==> src/rtl/fcmp_pkg.sv <==
package fcmp_pkg;

   // Longest field (header, code or checksum) in bytes
   localparam int FIELD_LEN = 4;
   // Field counter must hold FIELD_LEN + 1
   localparam int CNT_W = $clog2(FIELD_LEN + 2);
   localparam int HDR_LEN = 3;

   localparam logic [7:0] CH_START = 8'h24;  // '$'
   localparam logic [7:0] CH_SEP   = 8'h2A;  // '*'
   localparam logic [7:0] CH_CR    = 8'h0D;
   localparam logic [7:0] CH_ZERO  = 8'h30;
   localparam logic [7:0] CH_NINE  = 8'h39;
   localparam logic [7:0] MAX_CODE_RESET = 8'd197;

   typedef enum logic [1:0] {
      PH_IDLE   = 2'd0,
      PH_HEADER = 2'd1,
      PH_CODE   = 2'd2,
      PH_CHECK  = 2'd3
   } phase_type;

   // Input stage contents handed to the parser
   typedef struct packed {
      logic       valid;
      logic [7:0] data_byte;
   } stage_type;

   // Expected header "E03", by position
   function automatic logic [7:0] hdr_char(input logic [CNT_W-1:0] pos);
      logic [7:0] ch;
      case (pos)
         CNT_W'(0): ch = 8'h45;  // 'E'
         CNT_W'(1): ch = 8'h30;  // '0'
         CNT_W'(2): ch = 8'h33;  // '3'
         default:   ch = 8'h00;
      endcase
      return ch;
   endfunction

   // acc * 10 + digit, mod 256
   function automatic logic [7:0] mul10_add(input logic [7:0] acc, input logic [7:0] b);
      logic [7:0] d;
      d = b - CH_ZERO;
      return {acc[4:0], 3'b000} + {acc[6:0], 1'b0} + d;
   endfunction

endpackage

==> src/rtl/fcmp_in_reg.sv <==
module fcmp_in_reg (
   input  logic                clock,
   input  logic                reset,
   input  logic                req_valid,
   output logic                req_ready,
   input  logic [7:0]          req_data_byte,
   input  logic                advance,
   output fcmp_pkg::stage_type stage
);
   import fcmp_pkg::*;

   logic       valid_ff, valid_in;
   logic [7:0] data_ff, data_in;
   logic       take;

   // Stage frees up whenever its byte moves on
   assign req_ready = !valid_ff || advance;
   assign take      = req_valid && req_ready;

   always_comb begin
      valid_in = valid_ff;
      data_in  = data_ff;
      if (take) begin
         valid_in = 1'b1;
         data_in  = req_data_byte;
      end else if (advance) begin
         valid_in = 1'b0;
      end
   end

   always_ff @(posedge clock) begin
      if (reset) begin
         valid_ff <= 1'b0;
      end else begin
         valid_ff <= valid_in;
      end
      data_ff <= data_in;
   end

   assign stage.valid     = valid_ff;
   assign stage.data_byte = data_ff;

endmodule

==> src/rtl/fcmp_core.sv <==
module fcmp_core (
   input  logic                clock,
   input  logic                reset,
   input  fcmp_pkg::stage_type stage,
   output logic                advance,
   input  logic                csr_write,
   input  logic [7:0]          csr_max_code,
   output logic                rsp_valid,
   input  logic                rsp_ready,
   output logic [7:0]          rsp_accepted_code
);
   import fcmp_pkg::*;

   phase_type        phase_ff, phase_in;
   logic [CNT_W-1:0] count_ff, count_in;
   logic             match_ff, match_in;
   logic [7:0]       hsum_ff, hsum_in;
   logic [7:0]       code_ff, code_in;
   logic [7:0]       chk_ff, chk_in;
   logic             ended_ff, ended_in;
   logic [7:0]       max_code_ff, max_code_in;
   logic             rvalid_ff, rvalid_in;
   logic [7:0]       rcode_ff, rcode_in;

   logic             fire;
   logic [7:0]       b;
   logic [CNT_W-1:0] cnt_inc;
   logic             overflow;
   logic             is_digit;
   logic             code_ok;
   logic             sum_ok;
   logic [7:0]       frame_sum;
   logic [7:0]       result;

   // Output register is free or being drained
   assign advance = !rvalid_ff || rsp_ready;
   assign fire    = stage.valid && advance;
   assign b       = stage.data_byte;

   // Shared decode of the current byte
   assign cnt_inc   = count_ff + CNT_W'(1);
   assign overflow  = cnt_inc > CNT_W'(FIELD_LEN);
   assign is_digit  = (b >= CH_ZERO) && (b <= CH_NINE);
   assign code_ok   = (code_ff != 8'd0) && (code_ff <= max_code_ff);
   assign frame_sum = hsum_ff + CH_START + CH_SEP + CH_SEP + chk_ff + code_ff;
   assign sum_ok    = frame_sum == 8'd0;

   // Next phase
   always_comb begin
      phase_in = phase_ff;
      if (fire) begin
         case (phase_ff)
            PH_IDLE: begin
               if (b == CH_START) phase_in = PH_HEADER;
            end
            PH_HEADER: begin
               if (b != CH_SEP) begin
                  if (overflow) phase_in = PH_IDLE;
               end else if (match_ff && count_ff == CNT_W'(HDR_LEN)) begin
                  phase_in = PH_CODE;
               end else begin
                  phase_in = PH_IDLE;
               end
            end
            PH_CODE: begin
               if (b != CH_SEP) begin
                  if (overflow) phase_in = PH_IDLE;
               end else if (code_ok) begin
                  phase_in = PH_CHECK;
               end else begin
                  phase_in = PH_IDLE;
               end
            end
            PH_CHECK: begin
               if (b != CH_CR) begin
                  if (overflow) phase_in = PH_IDLE;
               end else begin
                  phase_in = PH_IDLE;
               end
            end
            default: phase_in = PH_IDLE;
         endcase
      end
   end

   // Field accumulators and result
   always_comb begin
      count_in = count_ff;
      match_in = match_ff;
      hsum_in  = hsum_ff;
      code_in  = code_ff;
      chk_in   = chk_ff;
      ended_in = ended_ff;
      result   = 8'd0;
      if (fire) begin
         case (phase_ff)
            PH_IDLE: begin
               count_in = '0;
               match_in = 1'b1;
               hsum_in  = 8'd0;
               code_in  = 8'd0;
               chk_in   = 8'd0;
               ended_in = 1'b0;
            end
            PH_HEADER: begin
               if (b != CH_SEP) begin
                  if (count_ff >= CNT_W'(HDR_LEN) || hdr_char(count_ff) != b)
                     match_in = 1'b0;
                  hsum_in  = hsum_ff + b;
                  count_in = cnt_inc;
               end else begin
                  count_in = '0;
                  ended_in = 1'b0;
               end
            end
            PH_CODE: begin
               if (b != CH_SEP) begin
                  count_in = cnt_inc;
                  if (!overflow && !ended_ff) begin
                     if (is_digit) code_in = mul10_add(code_ff, b);
                     else          ended_in = 1'b1;
                  end
               end else begin
                  count_in = '0;
                  ended_in = 1'b0;
               end
            end
            PH_CHECK: begin
               if (b != CH_CR) begin
                  count_in = cnt_inc;
                  if (!overflow && !ended_ff) begin
                     if (is_digit) chk_in = mul10_add(chk_ff, b);
                     else          ended_in = 1'b1;
                  end
               end else if (sum_ok) begin
                  result = code_ff;
               end
            end
            default: result = 8'd0;
         endcase
      end
   end

   // Result register and config register
   always_comb begin
      rvalid_in = rvalid_ff;
      rcode_in  = rcode_ff;
      if (fire) begin
         rvalid_in = 1'b1;
         rcode_in  = result;
      end else if (rsp_ready) begin
         rvalid_in = 1'b0;
      end
      max_code_in = csr_write ? csr_max_code : max_code_ff;
   end

   always_ff @(posedge clock) begin
      if (reset) begin
         phase_ff    <= PH_IDLE;
         count_ff    <= '0;
         match_ff    <= 1'b1;
         hsum_ff     <= 8'd0;
         code_ff     <= 8'd0;
         chk_ff      <= 8'd0;
         ended_ff    <= 1'b0;
         max_code_ff <= MAX_CODE_RESET;
         rvalid_ff   <= 1'b0;
      end else begin
         phase_ff    <= phase_in;
         count_ff    <= count_in;
         match_ff    <= match_in;
         hsum_ff     <= hsum_in;
         code_ff     <= code_in;
         chk_ff      <= chk_in;
         ended_ff    <= ended_in;
         max_code_ff <= max_code_in;
         rvalid_ff   <= rvalid_in;
      end
      rcode_ff <= rcode_in;
   end

   assign rsp_valid         = rvalid_ff;
   assign rsp_accepted_code = rcode_ff;

endmodule

==> src/rtl/framed_code_message_parser.sv <==
// Framed code message parser: one received byte per transaction on the
// req_ channel, frames of the form '$' "E03" '*' code '*' checksum CR.
// Every byte gives exactly one transaction on the rsp_ channel:
// rsp_accepted_code is the frame's code on a CR that closes a valid frame
// (header correct, code in 1..max_code, byte sum check zero), else 0.
// csr_ writes the max_code register; csr_ready is always high. Write it
// only while no byte is in flight.
// Path: a byte accepted on req_ goes through the input register, then the
// parser state and result register, before its result shows on rsp_.
// Throughput: one byte per cycle while the receiver takes results; the
// parser state update is combinational, so bytes stream back to back.
// When the receiver stalls the result register holds, the input register
// fills next, and req_ready drops only when both are full; nothing is
// dropped. req_ready follows rsp_ready combinationally.
// Synchronous reset empties both registers, puts the parser in idle
// waiting for '$' and sets max_code to 197.
module framed_code_message_parser (
   input  logic       clock,
   input  logic       reset,
   input  logic       req_valid,
   output logic       req_ready,
   input  logic [7:0] req_data_byte,
   output logic       rsp_valid,
   input  logic       rsp_ready,
   output logic [7:0] rsp_accepted_code,
   input  logic       csr_valid,
   output logic       csr_ready,
   input  logic [7:0] csr_max_code
);
   import fcmp_pkg::*;

   stage_type stage;
   logic      advance;

   assign csr_ready = 1'b1;

   fcmp_in_reg u_in_reg (
      .clock         (clock),
      .reset         (reset),
      .req_valid     (req_valid),
      .req_ready     (req_ready),
      .req_data_byte (req_data_byte),
      .advance       (advance),
      .stage         (stage)
   );

   fcmp_core u_core (
      .clock             (clock),
      .reset             (reset),
      .stage             (stage),
      .advance           (advance),
      .csr_write         (csr_valid && csr_ready),
      .csr_max_code      (csr_max_code),
      .rsp_valid         (rsp_valid),
      .rsp_ready         (rsp_ready),
      .rsp_accepted_code (rsp_accepted_code)
   );

endmodule

==> config.mk <==
export PLATFORM = sky130hd
export DESIGN_NAME = framed_code_message_parser
export DESIGN_NICKNAME = d
export VERILOG_FILES = /design/src/rtl/fcmp_pkg.sv /design/src/rtl/fcmp_in_reg.sv /design/src/rtl/fcmp_core.sv /design/src/rtl/framed_code_message_parser.sv
export SDC_FILE = /design/constraint.sdc
export NUM_CORES = 1
export LEC_CHECK = 0
export BUFFER_PORTS_ARGS = -buffer_cell sky130_fd_sc_hd__buf_2
export CORE_ASPECT_RATIO = 0.75
export CORE_MARGIN = 3
export CORE_UTILIZATION = 30
export CTS_CLUSTER_SIZE = 40
export DETAILED_ROUTE_END_ITERATION = 12
export HOLD_SLACK_MARGIN = 0.12
export PLACE_DENSITY = 0.57
export REMOVE_ABC_BUFFERS = 1
export SETUP_SLACK_MARGIN = 0.02
export SYNTH_ARGS = -nofsm -noshare
export SYNTH_HDL_FRONTEND = slang
export SYNTH_SLANG_ARGS = --single-unit
==> constraint.sdc <==
create_clock -name clock -period 3.36 [get_ports clock]
set_input_delay 0 -clock clock [delete_from_list [all_inputs] [get_ports clock]]
set_output_delay 0 -clock clock [all_outputs]
set_load 0.02 [all_outputs]
Yosys cells after proc, flatten, opt, wreduce, memory -nomap -nowiden. Index checks and enable logic that the tools add are counted.

Output and inout port bits: 11. Logic and storage cells: 120. Register bits after elaboration: 57. Input port bits: 21.

$add $sub $neg: 12. Bitwise logic cells: 2. Equality and inequality tests: 20. Mux-type cells: 38. Reductions and logical operators: 31. Order comparisons: 5.

Operator list (number): $mux 8 (10); $add 8x8->8 (7); $pmux 8 s2 (3); $add 8x6->8 const B (3); $pmux 7 s3 (1); $ne 2x1->1 const B (9); $mux 2 (7); $mux 1 (11); $reduce_and 5->1 (2); $reduce_bool 2->1 (5); $pmux 3 s3 (1); $eq 8x6->1 const B (1); $ge 8x6->1 const B (1); $le 8x6->1 const B (1); $le 8x8->1 (1); $logic_not 8->1 (1); $ne 8x4->1 const B (1); $ne 8x6->1 const B (1); $ne 8x8->1 (1); $pmux 2 s4 (1); $reduce_bool 8->1 (1); $sub 8x6->8 const B (1); $eq 3x2->1 const B (2); $logic_and 1x1->1 (6); 20 further kinds (30).

Depth between registers and ports, before layout. Gate-level depths: netlist (run 1).

Depth in word-level cells: 10. Gate-level depth with buffers: 13. Gate-level depth less buffers: 13.

Cells and area by module. From an unflattened synthesis (run 1), not the netlist that was laid out.

Cell total of the unflattened synthesis: 467. Area, all modules: 4280.4 µm².

By module, submodules not included: fcmp_core (cells each 451, times used 1, area an instance 3966.3 µm², sequential area each 1041.0 µm²); fcmp_in_reg (cells each 14, times used 1, area an instance 302.8 µm², sequential area each 260.2 µm²); framed_code_message_parser (cells each 2, times used 1, area an instance 11.3 µm², sequential area each 0.0 µm²).

Worst setup path after synthesis (run 1). OpenSTA, ideal clock, no wires.

Path type: reg2reg. Start point: register u_core.code_ff[2]. End point: register u_core.rcode_ff[0] (netlist: u_core.rsp_accepted_code[0]) (data pin). Data required time: 3.105 ns. Slack: 0.530 ns. Period minus slack after synthesis: 2.830 ns. Arrival time: 2.576 ns. Setup time: 0.255 ns. Cell stages (with the launch flop): 12. Path through: dfxtp_1 > inv_1 > fa_1 > inv_1 > fa_1 > ha_1 > a21o_1 > a21oi_1 > o21ai_0 > xnor2_1 > and4_1 > and2_1.

Word-level cells in the longest chain between the ends: 4.

RTL lines: start: declaration (line fcmp_core.sv:18) `logic [7:0] code_ff, code_in;`; start signal: assignment (line fcmp_core.sv:173) `code_ff <= code_in;`; $add 8x8->8 (line fcmp_core.sv:45) `assign frame_sum = hsum_ff + CH_START + CH_SEP + CH_SEP + chk_ff + code_ff;`; $logic_not 8->1 (line fcmp_core.sv:46) `assign sum_ok = frame_sum == 8'd0;`; $not 1->1 (no line); $reduce_or 3->1 (no line); end signal: assignment (line fcmp_core.sv:179) `rcode_ff <= rcode_in;`; end: declaration (line fcmp_core.sv:23) `logic [7:0] rcode_ff, rcode_in;`.

No other way between the ends. A chain may end at the register's enable or synchronous reset.

Worst setup path in the final report (run 1).
Start point: register u_core.code_ff[2]. End point: register u_core.rcode_ff[1] (netlist: u_core.rsp_accepted_code[1]) (data pin).

The elaborated chain is that of the path after synthesis.

==> results of run 1 <==
-- metrics by stage --
step | total power [uW] | hold WS (ns) | setup slack (ns)
after floorplan | 845.2 | 0.06907 | 0.5295
after global placement | 905.8 | 0.1818 | 0.3450
after detailed placement | 907.9 | 0.1811 | 0.2641
after CTS | 1795 | 0.2506 | 0.2546
after global routing | 1859 | 0.2743 | 0.05489
final | 1772 | 0.2431 | 0.2730
-- timing repair --
item	4_1_cts	5_1_grt
hold buffers	30	0
gates resized for setup	0	0
hold endpoints to repair	18	0
-- critical path, cell delays in order, from the launching register on --
cell,delay (ns)
dfxtp_1,0.41
inv_1,0.14
fa_1,0.51
inv_1,0.04
ha_1,0.28
ha_1,0.18
inv_1,0.06
fa_1,0.40
inv_1,0.07
a21o_1,0.10
a21oi_1,0.07
xor2_1,0.14
and4_1,0.25
and2_1,0.18
-- layout make-up --
class                   instances  area share [%]
multi-input cells             319           50.49
flip-flops and latches         57           25.62
repair buffers                 63           9.310
inverters                      67           4.951
clock buffers                  11           4.778
well taps                     171           4.212
clock inverters                 5          0.6404
-- sequential cells by signal (all words and copies together), names as in the netlist --
register and cells:
u_core.chk_ff 8, u_core.code_ff 8, u_core.hsum_ff 8, u_core.max_code_ff 8, u_core.rsp_accepted_code 8, u_in_reg.data_ff 8
u_core.count_ff 3, u_core.phase_ff 2, u_core.ended_ff 1, u_core.match_ff 1, u_core.rsp_valid 1, u_in_reg.valid_ff 1
-- per-layer routing --
metal  vias to the layer above  track usage, %  wire, um
li1                       1679               -         -
met4                         0           3.053        63
met5                         -               0         0
met2                        62           22.42      4758
met3                         6           3.669       667
met1                      1554           21.19      5029
-- placed cells by master, fill, tap and decap left out, drive strengths merged, types with 2 or more instances in the layout --
cell type,n
xnor2,25
a211oi,4
o21bai,2
buf,33
o21ai,12
a22oi,15
nor4b,2
clkinv,5
fa,19
nand2b,3
nand3,17
mux2i,6
clkbuf,11
nand2,21
dfxtp,41
nor3,6
a21o,8
and3,3
nor2b,4
and2,9
ha,53
edfxtp,16
dlygate4sd3,30
nor2,38
o211ai,7
or3,2
nand4,4
inv,67
xor2,5
a31oi,2
or4,2
o31ai,2
o21a,2
a21oi,29
nor4,2
-- report_power, final --
part           switching [uW]  internal (uW)
Combinational            95.7           82.0
Clock                     330            517
Sequential               21.6            726
Total                     447           1320
-- worst max path at each step --
| stage | startpoint | to | slack, ns | depth (start not counted) |
|---|---|---|---|---|
| 4_1_cts | u_core.code_ff[2]$_SDFFE_PP0P_ | u_core.rsp_accepted_code[1]$_SDFFCE_PP0P_ | 0.25 | 13 |
| 5_1_grt | u_core.code_ff[2]$_SDFFE_PP0P_ | u_core.rsp_accepted_code[1]$_SDFFCE_PP0P_ | 0.05 | 11 |
| 3_3_place_gp | u_core.code_ff[2]$_SDFFE_PP0P_ | u_core.rsp_accepted_code[7]$_SDFFCE_PP0P_ | 0.34 | 11 |
| 2_1_floorplan | u_core.code_ff[2]$_SDFFE_PP0P_ | u_core.rsp_accepted_code[0]$_SDFFCE_PP0P_ | 0.53 | 11 |
| 6_report | u_core.code_ff[2]$_SDFFE_PP0P_ | u_core.rsp_accepted_code[1]$_SDFFCE_PP0P_ | 0.27 | 13 |
| 3_5_place_dp | u_core.code_ff[2]$_SDFFE_PP0P_ | u_core.rsp_accepted_code[4]$_SDFFCE_PP0P_ | 0.26 | 11 |
-- cells by family after synthesis --
group / count (synthesis) / share of synthesized area, %
mux: 7 / 1.704
fa+ha+maj: 72 / 24.93
simple gates: 119 / 14.44
xor+xnor: 30 / 6.278
buf+inv: 78 / 7.623
compound gates: 90 / 13.84
flops: 57 / 31.09
other cells: 1 / 0.08960
==> run metrics, run 1 <==
largest area contributor in the netlist dfxtp_1; Routed Antenna Nets 0; largest net degree at the start of global routing 39; Starting Density 31.39%; DRC 0; outcome finished clean; syn_area_per_cell between 9 and 10 um2; Worst Reg-to-Reg Cells 13; final critical-path share of the clock period around nine tenths; Distinct cells, synth 53; Crit Path Category flip-flop to flip-flop; starting DRC count in detailed routing about 190; worst relative slew slack 46.09%; Hold Path Sink u_core.max_code_ff[5]$_SDFFE_PP0P_; hpwl dp between 7000 and 8000 um; power per cell area ~350 nW/um2; Tightest Pin Transition 0.8087 ns; Die W about 140 um; Seq cells post-synth 57; worst hold stages 2; # rows 36; Slew Viols, Final 0; Clock Path Buffers 2; R2R Setup Slk 0.27 ns; placed insts 647; Via density about 4.8; crit end category flip-flop; HP Start reset; placed cell area roughly 4500 um2; total negative slack 0 ns; Finished Layout Cells roughly 690; Reg-to-Reg End u_core.rsp_accepted_code[1]$_SDFFCE_PP0P_; Top FF cell, synth dfxtp_1; fill cell count roughly 1300; grt ovf 0; wirelength, routed between 10000 and 15000 um; TritonCTS Buffers 9; Critical Path RT around 3.5 ns; startpoint type of the worst setup path flip-flop; clk root buf clkbuf_16; Reg clk slew, reported paths 0.05 ns; Tmin final 3.087 ns; synthesized area approximately 4200 um2; fmax around 320 MHz; DR vias roughly 3300; Post-CTS Setup Bufs 0; # IOs 32; Multi-input gate area 2565 um2; Die Y around 110 um; post-layout utilization of the core between 30% and 40%; synth top area cells dfxtp_1, ha_1, edfxtp_1; Seq. cell area around 1300 um2; critical path fanouts, max 8; Skew-Pair Late Insertion Delay 0.34 ns; Synth-to-Final Area Change 21.38%; vias in the first global route roughly 3300; final setup fails 0; MaxCap Viol Count 0; Initial DRT Pass Iterations 6; first-pass GRT wire length between 15000 and 20000 um; Seq/Total Area, Yosys between 30% and 40%; # port buffers 30; top-count cell post-synth inv_1; YS warnings 0; die area 15420 um2; gp weighted congestion 0.8263; CTS tree done; area share of the largest cell type after synthesis around a fifth; WL/cell between 15 and 20 um; H-tree levels 3; Worst Skew 0.01108 ns; CORE AREA approximately 13000 um2; P_leak around 0.0022 uW; ANT cells 0; RSZ-0062 raised after global routing no; Total GRT Usage between 10% and 20%; Nets 610; design area 5080 um2; initial antenna violation count 0; share of cells above drive strength 1 under 10%; CTS Sinks 57; FFs w/ async S/R, synth 0%; peak supply drop between 200 and 250 uV; Post-Syn Instances approximately 450; RR Startpoint u_core.code_ff[2]$_SDFFE_PP0P_; EDFF count, synth 16; worst path arrival time about 3.2 ns; Post-synth top cells inv_1, ha_1, dfxtp_1, nor2_1, a21oi_1; worst hold path type input port to flip-flop; Final Hold Viols 0
Power figures use the tool's default switching activity.
==> inputs of run 2 (changes only) <==
--- a/config.mk
+++ b/config.mk
@@ -17,4 +17,5 @@
 export SETUP_SLACK_MARGIN = 0.02
 export SYNTH_ARGS = -nofsm -noshare
 export SYNTH_HDL_FRONTEND = slang
+export SYNTH_HIERARCHICAL = 1
 export SYNTH_SLANG_ARGS = --single-unit
==> constraint.sdc (replaced) <==
create_clock -name clock -period 3.47 [get_ports clock]
set_input_delay 0 -clock clock [delete_from_list [all_inputs] [get_ports clock]]
set_output_delay 0 -clock clock [all_outputs]
set_load 0.02 [all_outputs]
==> run 2 against run 1 <==
Register-to-register slack hardly changed. Via count is 9.0% higher. Wire length is 5.0% higher. Final area is 2.5% higher. Flip-flop and latch count stayed put. Critical path type unchanged. Critical endpoint is now u_core/rsp_accepted_code[5]$_SDFFCE_PP0P_. Setup slack better by 0.0052 ns. Combinational power hardly changed. Non-clock buffer count is 2 lower. Critical path depth is 2 lower. Hold slack better by 0.0019 ns.
==> run metrics, run 2 <==
outcome finished clean; worst hold path type input port to flip-flop; commonest non-fill, non-tap cell in the layout inv_1; die area 15750 um2; Distinct cells, synth roughly 60; critical path fanouts, max 8; Via density ~5.1; Initial DRT Pass Iterations 4; Seq cells post-synth 57; Synth-to-Final Area Change 21.66%; initial antenna violation count 0; end of the critical path u_core/rsp_accepted_code[5]$_SDFFCE_PP0P_; power per cell area about 350 nW/um2; Post-Syn Instances approximately 470; GR Layer Usage met3 3.783%; vias in the first global route 3624; TritonCTS Buffers 9; Nets 620; largest area contributor in the netlist dfxtp_1; # port buffers 30; RSZ-0062 raised after global routing no; MaxCap Viol Count 0; DR vias ~3600; Critical Path RT 3.60 ns; Total GRT Usage between 10% and 20%; Critical Path Start u_core/code_ff[2]$_SDFFE_PP0P_; total negative slack 0 ns; synthesized area between 4000 and 5000 um2; Clock Path Buffers 2; DRC 0; # rows 37; met2 usage a little over a fifth; wirelength, routed roughly 11000 um; Seq/Total Area, Yosys between 30% and 40%; final critical-path share of the clock period between 90% and 100%; startpoint type of the worst setup path flip-flop; share of cells above drive strength 1 about a tenth; RR Startpoint u_core/code_ff[2]$_SDFFE_PP0P_; YS warnings 6; commonest non-fill, non-tap cells in the layout inv_1, ha_1, nor2_1; synth top area cells dfxtp_1, ha_1, edfxtp_1; placed insts around 660; crit end category flip-flop; Die Y between 100 and 150 um; worst relative slew slack between 30% and 40%; gp weighted congestion roughly 0.9; Worst Reg-to-Reg Cells 11; top-count cell post-synth inv_1; P_leak 0.002252 uW; clk root buf clkbuf_16; Tmin final between 3 and 4 ns; first-pass GRT wire length approximately 18000 um; Crit Path Category flip-flop to flip-flop; H-tree levels 3; fmax 313.3 MHz; peak supply drop between 200 and 300 uV; Final Hold Viols 0; Skew-Pair Late Insertion Delay roughly 0.33 ns; final setup fails 0; Slew Viols, Final 0; FFs w/ async S/R, synth 0%; CTS tree done; syn_area_per_cell 9.166 um2; Die W about 140 um; Reg-to-Reg End u_core/rsp_accepted_code[5]$_SDFFCE_PP0P_; Tightest Pin Transition about 0.95 ns; hpwl dp between 7000 and 8000 um; Reg clk slew, reported paths 0.05 ns; WL/cell 15.62 um; Placement Setup Slack 0.2189 ns; ANT cells 0; Top FF cell, synth dfxtp_1; # IOs 32; grt met1 use roughly 22%; Post-synth top cells inv_1, ha_1, nor2_1, dfxtp_1, a21oi_1; Finished Layout Cells between 700 and 800; busiest grt layer met2; Final WS setup about 0.28 ns; grt ovf 0; worst path arrival time approximately 3.3 ns; Starting Density 30.92%; R2R Setup Slk roughly 0.28 ns; starting DRC count in detailed routing between 200 and 300; CTS Sinks 57; EDFF count, synth 16; Worst Skew 0.005215 ns; largest net degree at the start of global routing 40; fill cell count approximately 1300; CORE AREA around 14000 um2; post-layout utilization of the core a little under two fifths; Routed Antenna Nets 0; area share of the largest cell type after synthesis between 10% and 20%
run 2: changes by cell type after synthesis, sizes merged, moves of 3 or more:
cell,before,now
o21ai,12,7
and2,9,2
inv,67,76
o311ai,0,3
nand3,17,9
o21bai,2,5
a21o,8,12
xor2,5,2
nor4,2,12
nand2b,3,6
nor2,38,42
run 2: cell type report:
class / count / area [um2] / share of cell area [%]
Timing Repair Buffer: 61 / 455.4 / 8.746
Tap cell: 175 / 219.0 / 4.205
Clock buffer: 13 / 260.3 / 4.998
Clock inverter: 3 / 40.04 / 0.7689
Inverter: 76 / 285.3 / 5.478
Sequential cell: 57 / 1301 / 24.99
Multi-Input combinational cell: 322 / 2646 / 50.82
run 2: critical path, stage by stage (launching register included):
cell     delay (ns)
dfxtp_1        0.39
inv_1          0.14
fa_1           0.53
inv_1          0.04
ha_1           0.28
ha_1           0.18
inv_1          0.06
fa_1           0.42
xnor2_1        0.16
nor4_1         0.29
nand3_2        0.25
nor4_1         0.25
run 2: repair_timing:
action,in CTS,in global routing
gates resized for setup,0,4
buffers inserted,0,0
hold buffers,29,0
hold endpoints to repair,26,0
setup endpoints to repair,0,8
run 2: power by group:
| group | switching [uW] | internal, uW |
|---|---|---|
| sequential | 22.6 | 704 |
| combinational | 95.9 | 79.1 |
| clock | 304 | 592 |
run 2: logic make-up (layout without fill, tap and decap cells):
logic type / count (synthesis) / after routing / synth area share (%)
multiplexers: 6 / 6 / 1.403
adder cells (fa/ha/maj): 72 / 72 / 24.38
other: 1 / 1 / 0.08761
buffers and inverters: 88 / 153 / 8.126
AO/OA/AOI/OAI: 100 / 100 / 15.99
AND/OR/NAND/NOR: 118 / 118 / 14.50
flip-flops: 57 / 57 / 30.40
XOR/XNOR: 25 / 25 / 5.115
run 2: layer usage:
metal	vias to the layer above	share of wire [%]	wire length (um)
met5	-	0	0
met4	0	1.2	138
met3	13	6.2	689
met2	86	44	4862
met1	1752	48	5351
li1	1748	-	-
run 2: worst min-delay path by stage:
stage	to	slack [ns]	cells after the start	start
floorplan	u_in_reg/valid_ff$_SDFFE_PP0P_	0.06	1	reset
global placement	u_in_reg/data_ff[5]$_DFFE_PP_	0.18	1	req_data_byte[5]
detailed placement	u_in_reg/data_ff[4]$_DFFE_PP_	0.18	1	req_data_byte[4]
CTS	u_core/count_ff[1]$_SDFFE_PP0P_	0.26	2	reset
global route	u_core/chk_ff[5]$_SDFFE_PP0P_	0.29	2	reset
finish	u_core/count_ff[1]$_SDFFE_PP0P_	0.24	2	reset
run 2: stage by stage:
stage | cell area, um2 | hold slack (ns) | power, uW
3_3_place_gp | 4602 | 0.1766 | 879.9
4_1_cts | 5192 | 0.2562 | 1815
6_report | 5207 | 0.2450 | 1798
3_5_place_dp | 4602 | 0.1781 | 885.4
5_1_grt | 5207 | 0.2911 | 1874
2_1_floorplan | 4218 | 0.06244 | 824.2
==> inputs of run 3 (changes only) <==
--- a/config.mk
+++ b/config.mk
@@ -8,11 +8,11 @@
 export BUFFER_PORTS_ARGS = -buffer_cell sky130_fd_sc_hd__buf_2
 export CORE_ASPECT_RATIO = 0.75
 export CORE_MARGIN = 3
-export CORE_UTILIZATION = 30
+export CORE_UTILIZATION = 35
 export CTS_CLUSTER_SIZE = 40
 export DETAILED_ROUTE_END_ITERATION = 12
 export HOLD_SLACK_MARGIN = 0.12
-export PLACE_DENSITY = 0.57
+export PLACE_DENSITY = 0.62
 export REMOVE_ABC_BUFFERS = 1
 export SETUP_SLACK_MARGIN = 0.02
 export SYNTH_ARGS = -nofsm -noshare
==> run 3 against run 2 <==
Clock-buffer cell count fell by 4. Critical path depth did not move. Setup slack got worse by 0.058 ns. Non-clock buffer count rose by 1. Final area rose by 0.43%. Critical path type unchanged. Largest power group unchanged. Highest routed layer unchanged.
==> run metrics, run 3 (synthesis results as in run 2) <==
outcome finished clean; # IOs 32; initial antenna violation count 0; commonest non-fill, non-tap cells in the layout inv_1, ha_1, nor2_1; critical path fanouts, max 8; busiest grt layer met2; final setup fails 0; WL/cell around 15 um; worst path arrival time approximately 3.4 ns; starting DRC count in detailed routing 300; # rows 34; design area ~5200 um2; placed cell area roughly 4600 um2; fmax just over 300 MHz; MaxCap Viol Count 0; grt ovf 0; first-pass GRT wire length between 15000 and 20000 um; Die Y between 100 and 150 um; CTS Sinks 57; worst relative slew slack around 36%; Reg clk slew, reported paths about 0.060 ns; crit end category flip-flop; Critical Path RT 3.61 ns; HP Start reset; Critical Path Start u_core/code_ff[2]$_SDFFE_PP0P_; Worst Skew ~0.0073 ns; Skew-Pair Late Insertion Delay approximately 0.34 ns; Slew Viols, Final 0; Final Hold Viols 0; power per cell area around 330 nW/um2; DRC 0; Total GRT Usage roughly 17%; Tmin final ~3.2 ns; Nets slightly above 600; CTS tree done; Via density 5.163; Clock Path Buffers 2; clk root buf clkbuf_16; Tightest Pin Transition approximately 0.96 ns; grt met1 use about a quarter; startpoint type of the worst setup path flip-flop; share of cells above drive strength 1 around an eighth; ANT cells 0; met2 usage about 26%; total negative slack 0 ns; RR Startpoint u_core/code_ff[2]$_SDFFE_PP0P_; WHS 0.2408 ns; DR vias approximately 3600; Die W 133.7 um; GR Layer Usage met3 4.320%; die area ~14000 um2; Crit Path Category flip-flop to flip-flop; hpwl dp approximately 7700 um; P_leak 0.002240 uW; Initial DRT Pass Iterations 5; peak supply drop 255.3 uV; Post-CTS Setup Bufs 0; fill cell count approximately 1100; CORE AREA 11780 um2; vias in the first global route about 3600; commonest non-fill, non-tap cell in the layout inv_1; gp weighted congestion 0.8313; final critical-path share of the clock period between 90 and 100%; H-tree levels 3; TritonCTS Buffers 9; largest net degree at the start of global routing 40; # port buffers 30; Synth-to-Final Area Change 22.19%; Starting Density a little over a third; Routed Antenna Nets 0; RSZ-0062 raised after global routing no; worst hold path type input port to flip-flop; wirelength, routed between 10000 and 15000 um
-- run 3: cell types whose count changed in the layout (fill, tap and decap cells not counted), moves of 2 or more --
cell / previous run / this run
clkbuf_1: 2 / 0
nor4_2: 0 / 5
clkbuf_8: 2 / 0
clkinvlp_4: 0 / 3
nor4_1: 12 / 7
-- run 3: through the flow --
step                util (%)  worst slack [ns]  instances  power (uW)
global route           44.38           0.01828        695        1784
CTS                    43.77            0.1293        695        1727
finish                 44.38            0.2202        695        1706
global placement       38.91            0.3146        649       878.6
floorplan                  -            0.5068        455       824.2
detailed placement     38.91            0.1608        649       883.0
-- run 3: worst paths after layout --
check	end	slack, ns	cells past startpoint
min	u_core/hsum_ff[2]$_SDFFE_PP0P_	0.24	2
max	u_core/rsp_accepted_code[7]$_SDFFCE_PP0P_	0.22	11
min reg2reg	u_core/hsum_ff[4]$_SDFFE_PP0P_	0.48	2
max reg2reg	u_core/rsp_accepted_code[7]$_SDFFCE_PP0P_	0.22	11
-- run 3: power breakdown --
part	internal, uW	switching [uW]	leakage (uW)
clock network	480	327	0.000128
logic	79.3	93.6	0.00163
registers	704	21.9	0.000482
-- run 3: what timing repair did --
action / CTS / global route
hold endpoints to repair: 26 / 0
gates resized for setup: 0 / 12
hold buffers: 30 / 0
setup endpoints to repair: 0 / 8
-- run 3: critical path, stage by stage (launching register included) --
cell and delay [ns]:
dfxtp_1 0.39, inv_1 0.14, fa_1 0.40, inv_1 0.08
fa_1 0.44, ha_1 0.32, a21o_1 0.24, a21o_1 0.23
o21a_1 0.18, o22ai_2 0.17, a21oi_4 0.13, nor4_1 0.32
-- run 3: final cells by class --
type,count,area (um2),area share (%)
Tap cell,162,202.7,3.876
Timing Repair Buffer,62,465.4,8.900
Multi-Input combinational cell,322,2704,51.70
Inverter,76,285.3,5.455
Sequential cell,57,1301,24.88
Clock inverter,7,46.29,0.8852
Clock buffer,9,225.2,4.306
-- run 3: routing by layer --
| metal | vias to the layer above | part of all wire (%) |
|---|---|---|
| li1 | 1751 | - |
| met5 | - | 0 |
| met3 | 13 | 6.2 |
| met4 | 0 | 1.3 |
| met1 | 1715 | 49 |
| met2 | 109 | 43 |
